### src/sv/hpe_pkg.sv
// Shared types, widths and a helper function of the Hermite polynomial evaluator.
package hpe_pkg;

  localparam int unsigned DW = 64;  // result width
  localparam int unsigned XW = 16;  // argument width
  localparam int unsigned MW = 6;   // recurrence count width, holds degrees up to 63
  localparam int unsigned FW = 12;  // derivative factor width, holds 63*62
  localparam int unsigned WW = 84;  // exact width of one recurrence sum

  typedef enum logic [1:0] {
    FUNC_VAL = 2'd0,
    FUNC_D1  = 2'd1,
    FUNC_D2  = 2'd2,
    FUNC_NA  = 2'd3
  } func_e;

  typedef enum logic [1:0] {
    MODE_PASS = 2'd0,
    MODE_MUL  = 2'd1,
    MODE_ZERO = 2'd2
  } mode_e;

  typedef struct packed {
    logic [1:0]          func;
    logic signed [XW-1:0] x;
    logic [4:0]          order;
  } in_req_t;

  typedef struct packed {
    logic signed [DW-1:0] result;
    logic                 saturated;
  } out_rsp_t;

  // State carried from one cell to the next.
  typedef struct packed {
    logic                 valid;
    logic signed [DW-1:0] prev;
    logic signed [DW-1:0] cur;
    logic signed [XW-1:0] x;
    logic [MW-1:0]        steps;
    logic [FW-1:0]        factor;
    mode_e                mode;
    logic                 sat;
  } cell_t;

  typedef struct packed {
    logic signed [DW-1:0] value;
    logic                 clip;
  } clamp_t;

  // Clip a wide signed value to the result range.
  function automatic clamp_t clamp_w(input logic signed [WW-1:0] v);
    clamp_t r;
    r.value = v[DW-1:0];
    r.clip  = 1'b0;
    if ((v[WW-1:DW-1] != '0) && (v[WW-1:DW-1] != '1)) begin
      r.clip  = 1'b1;
      r.value = v[WW-1] ? {1'b1, {(DW-1){1'b0}}} : {1'b0, {(DW-1){1'b1}}};
    end
    return r;
  endfunction

endpackage

### src/sv/hpe_cell.sv
// One recurrence cell: applies step K of He_{k+1} = x*He_k - k*He_{k-1} when the item needs it.
module hpe_cell import hpe_pkg::*; #(
  parameter int unsigned K = 0
) (
  input  logic  clk_i,
  input  logic  rst_ni,
  input  logic  adv_i,
  input  cell_t cell_i,
  output cell_t cell_o
);

  localparam logic signed [7:0] KS = 8'(K);

  logic signed [WW-1:0] prod_a;
  logic signed [WW-1:0] prod_b;
  logic signed [WW-1:0] sum;
  clamp_t               nxt;
  logic                 active;
  cell_t                cell_d;
  cell_t                cell_q;

  assign prod_a = cell_i.cur * cell_i.x;
  assign prod_b = cell_i.prev * KS;
  assign sum    = prod_a - (prod_b <<< 12) + WW'(2048);
  assign nxt    = clamp_w(sum >>> 12);
  assign active = (MW'(K) < cell_i.steps);

  always_comb begin
    cell_d = cell_i;
    if (active) begin
      cell_d.prev = cell_i.cur;
      cell_d.cur  = nxt.value;
      cell_d.sat  = cell_i.sat | nxt.clip;
    end
  end

  always_ff @(posedge clk_i or negedge rst_ni) begin
    if (!rst_ni) begin
      cell_q <= '0;
    end else if (adv_i) begin
      cell_q <= cell_d;
    end
  end

  assign cell_o = cell_q;

endmodule

### config.mk
export PLATFORM = sky130hd
export DESIGN_NAME = hpe_cell
export DESIGN_NICKNAME = d
export VERILOG_FILES = /design/src/sv/hpe_pkg.sv /design/src/sv/hpe_cell.sv
export SDC_FILE = /design/constraint.sdc
export NUM_CORES = 2
export LEC_CHECK = 0
export BUFFER_PORTS_ARGS = -buffer_cell sky130_fd_sc_hd__buf_4
export CORE_ASPECT_RATIO = 0.75
export CORE_MARGIN = 2
export CORE_UTILIZATION = 55
export CTS_BUF_LIST = sky130_fd_sc_hd__clkbuf_4
export CTS_CLUSTER_DIAMETER = 40
export CTS_CLUSTER_SIZE = 20
export DETAILED_ROUTE_END_ITERATION = 8
export PLACE_DENSITY_LB_ADDON = 0.05
export SETUP_SLACK_MARGIN = 0.05
export SYNTH_ARGS = -nofsm -noshare
export SYNTH_HDL_FRONTEND = slang
export SYNTH_SLANG_ARGS = --single-unit
### constraint.sdc
create_clock -name clk_i -period 1.7 [get_ports clk_i]
set_input_delay 0.34 -clock clk_i [delete_from_list [all_inputs] [get_ports clk_i]]
set_output_delay 0.34 -clock clk_i [all_outputs]
set_load 0.005 [all_outputs]
* Yosys cells after proc, flatten, opt, wreduce, memory -nomap -nowiden
Cells that the tools add are included.
Widths: inputs -> output; s select.
** Storage, ports and cells
- Register bits :: 166
- Output and inout port bits :: 166
- Word-level logic and storage cells :: 19
** Cells by class
- $add $sub $neg :: 1
- Multipliers :: 1
- $lt $le $gt $ge :: 1
- Eq/ne operators :: 1
- Muxes and demuxes :: 4
- Bitwise operators :: 1
- Reductions and logical operators :: 2
** Operators by type and width (count)
- $mux 128 :: 1
- $add 80x13->81 const B :: 1
- $mul 64x16->80 :: 1
- $mux 65 :: 1
- $mux 64 :: 1
- $ne 21x21->1 const B :: 1
- $reduce_bool 21->1 :: 1
- $lt 1x6->1 const A :: 1
- $logic_and 1x1->1 :: 1
- $mux 1 :: 1
- $or 1x1->1 :: 1

* Depth between registers and ports, before layout
- Depth in word-level cells :: 7
- Gate-level depth with buffers :: 32
- Depth with buffers taken out :: 27

* Least setup slack after synthesis
Ideal clock, no wire load.
- Path type :: in2reg
- Start :: input cell_i[22] (netlist name)
- End :: register cell_q (netlist bit cell_o[77])
- Setup time :: 0.094 ns
- Data arrival time :: 7.125 ns
- Path slack :: -5.519 ns
- Cell stages on the path :: 28
- Buffers on the path :: 5
- Path through :: clkbuf_1 clkbuf_1 nand2_1 inv_1 fa_1 fa_1 inv_1 fa_1 fa_1 fa_1 fa_1 inv_1 ha_1 clkbuf_2 nand2_2 nor3_1 a221oi_1 o21ai_1 or2_2 o311ai_0 nor4b_1 a21bo_2 nor4_4 a32o_1 buf_6 buf_6 nand2_1 a221oi_2
** On the way
- Cells in the longest elaborated chain, start to end :: 6
- Elaborated cells between the ends (all ways) :: 8
- Classes of those cells :: add/sub: 1; mul: 1; eq/ne: 1; mux: 3; reduce/logical: 2
** Ends and longest elaborated chain
- from (decl) :: line hpe_cell.sv:8 : input cell_t cell_i,
- $mul 64x16->80 (*) :: line hpe_cell.sv:22 : assign prod_a = cell_i.cur * cell_i.x;
- $add 80x13->81 (*) :: line hpe_cell.sv:24 : assign sum = prod_a - (prod_b <<< 12) + WW'(2048);
- $ne 21x21->1 / $reduce_bool 21->1 (equally long branches) :: line hpe_pkg.sv:56 : if ((v[WW-1:DW-1] != '0) && (v[WW-1:DW-1] != '1)) begin
- $logic_and 1x1->1 :: line hpe_pkg.sv:56
- $mux 65 (*) :: line hpe_pkg.sv:56
- $mux 128 (*) :: line hpe_cell.sv:30 : if (active) begin
- to (signal assigned) :: line hpe_cell.sv:41 : cell_q <= cell_d;
- to (decl) :: line hpe_cell.sv:20 : cell_t cell_q;
Every way passes the cells marked *; elsewhere a longest branch is shown, timed or not.
A chain may end at the register's enable or synchronous reset.

* Worst setup path in the final report
- Start :: input cell_i[31] (netlist name)
- End :: register cell_q (netlist bit cell_o[38])
Same word-level chain as after synthesis.

==> run metrics <==
routed vias=37900; Startpoint Class=input port; Detail Route met2 WL=70.3 mm; post-synth top area share=0.444; Site Rows=88; Critical Path RT=2430 ps; gr usage total=0.394; synthesized cell area=42400 um2; vias in the first global route=40100; initial core utilization=0.553; sequential element share of the synthesized area=0.0981; maxcap violations=0; max reg flops=166; Least-Margin Pin Slew=506 ps; io pins=335; final worst slack=-4860 ps; critical path's slowest cell=fa_2; DIE HEIGHT=244 um; violated checks=negative setup slack; Cells after Synth=4881; count leader, synth=inv_1; DR DRC count=0; DRT Wirelength=155 mm; I/O Buffers=334; CTS tree=yes; R2R depth=4; Sink Count=166; Peak Freq=153 MHz; synth unique cells=92; Worst EP arrival=7290 ps; Register Area=4190 um2; share of cells above drive strength 1=0.297; Die W=324 um; post-layout min period=6560 ps; Root Driver=clkbuf_4; multi-input logic area=35100 um2; GP Congestion=0.938; pin count of the biggest net entering global routing=74; Hold WC Path Type=input port to flip-flop; syn nets=6163; Clock Tree Buf Depth=2; HP Start=cell_i[89]; top cells by area, synth=fa_1, inv_1, dfrtp_1, nand2_1, ha_1; pre-CTS setup slack=-6350 ps; Die Area=79300 um2; RR Startpoint=cell_o[122]$_DFFE_PN0P_; hold slack=36.3 ps; post-route clock period utilization=3.86; fin. max-slew vios=0; DP HPWL=111 mm; Reg clk slew, reported paths=220 ps; end of the worst register-to-register path=cell_o[122]$_DFFE_PN0P_; DRT iter0 DRCs=3309; CP max FO=10; Syn. warnings=0; Min-Delay Endpoint=cell_o[153]$_DFFE_PN0P_; Post-synth top cells=inv_1, fa_1, nand2_1, and2_1, nor2_1; Main synth FF type=dfrtp_1; Nets=7220; initial antenna violation count=7; Crit Path Class=input port to flip-flop; routed len/inst=22.1 um; global-route wire length before repair=237 mm; P&R area growth vs syn=37.6%; Worst slew margin=0.663; DRT Pass-1 Iters=8; worst skew pair latency=820 ps; Synth Register Bits=166; final setup violation count=221; r2r setup slk=710 ps; met3 WL post-DR=16.5 mm; area leader, netlist=fa_1; Max stage delay on crit path=610 ps; H-tree depth=4; max layer used=met5; total congestion overflow=0; Hold Crit Depth=4; FFs w/ async S/R, synth=1.00; detail-routed via count per cell=5.41; TritonCTS Buffers=17; core footprint=76600 um2; status=finished, violations left; Post-synth EDFFs=0; CP most frequent cell=fa_1; Layout fillers=5468; Routed Antenna Nets=0; unrepaired setup endpoints after global routing=yes; final-report hold violation count=0; setup skew after layout=0 ps; average footprint of a synthesized cell=8.68 um2; M1 WL=62.5 mm; CP endpoint kind=flip-flop
through the flow:
stage,TNS [ps],cell area [um2],utilization,std cells
after floorplan,-326290,43100,-,4881
after global placement,-408110,51300,0.670,6670
after detailed placement,-411490,51300,0.670,6670
after CTS,-311470,56600,0.738,6900
after global routing,-337470,58300,0.760,6992
final,-316900,58300,0.760,6993
how the worst max path moves through the flow:
stage / start / to / slack [ps] / cells after the start
after floorplan: cell_i[100] / cell_o[79]$_DFFE_PN0P_ / -5140 / 29
after CTS: cell_i[31] / cell_o[40]$_DFFE_PN0P_ / -4720 / 34
final: cell_i[31] / cell_o[38]$_DFFE_PN0P_ / -4860 / 33
after global placement: cell_i[22] / cell_o[47]$_DFFE_PN0P_ / -6330 / 26
after detailed placement: cell_i[32] / cell_o[40]$_DFFE_PN0P_ / -6350 / 24
after global routing: cell_i[30] / cell_o[98]$_DFFE_PN0P_ / -5040 / 29
what timing repair did:
action,in CTS,in global routing
gates resized for setup,544,234
pin swaps,126,61
cloned,31,1
hold endpoints to repair,275,2
hold buffers,105,2
setup endpoints to repair,231,233
setup buffers,63,83
area by class of cell:
type / count / share of cell area
antenna: 8 / 0.000344
clock buffer: 17 / 0.00219
clock inverter: 14 / 0.00309
inverter: 1152 / 0.0744
multi-input combinational: 3261 / 0.603
sequential: 166 / 0.0718
tap: 1035 / 0.0222
timing repair buffer: 1340 / 0.223
cells by family after synthesis:
| logic type | count (synthesis) | synth area share |
|---|---|---|
| AND/OR/NAND/NOR | 1504 | 0.160 |
| buffers and inverters | 1455 | 0.133 |
| flip-flops | 166 | 0.0981 |
| adder cells (fa/ha/maj) | 1113 | 0.495 |
| multiplexers | 104 | 0.0257 |
| AO/OA/AOI/OAI | 466 | 0.0729 |
| XOR/XNOR | 73 | 0.0151 |
per-layer routing:
layer	up-vias	global-route usage
met4	4	0.117
met3	324	0.0974
li1	16500	-
met2	1799	0.611
met5	-	0
met1	19200	0.550
critical path: cells and delay by family:
kind                     cells  cell delay, ps
adder cells (fa/ha/maj)      7            3190
AO/OA/AOI/OAI                9            1660
buffers and inverters       13            1560
AND/OR/NAND/NOR              3             330
XOR/XNOR                     1             170
placed cells by master, fill, tap and decap left out, types with 27 or more instances in the layout:
master	count
inv_1	1118
o21ai_0	55
nand2_2	41
fa_2	38
nand2_1	713
mux2i_1	67
and2_1	317
fa_1	901
ha_1	117
dfrtp_1	141
buf_12	80
buf_16	33
inv_2	32
a21oi_1	132
nor2_1	269
xnor2_1	44
a221oi_2	27
buf_4	915
buf_6	190
ha_4	52
mux2_2	37
a21oi_2	46
dlygate4sd3_1	106
Power is left out: the tool's default activity adds up to more than one toggle a clock period on the data nets, which glitch-free logic cannot reach.
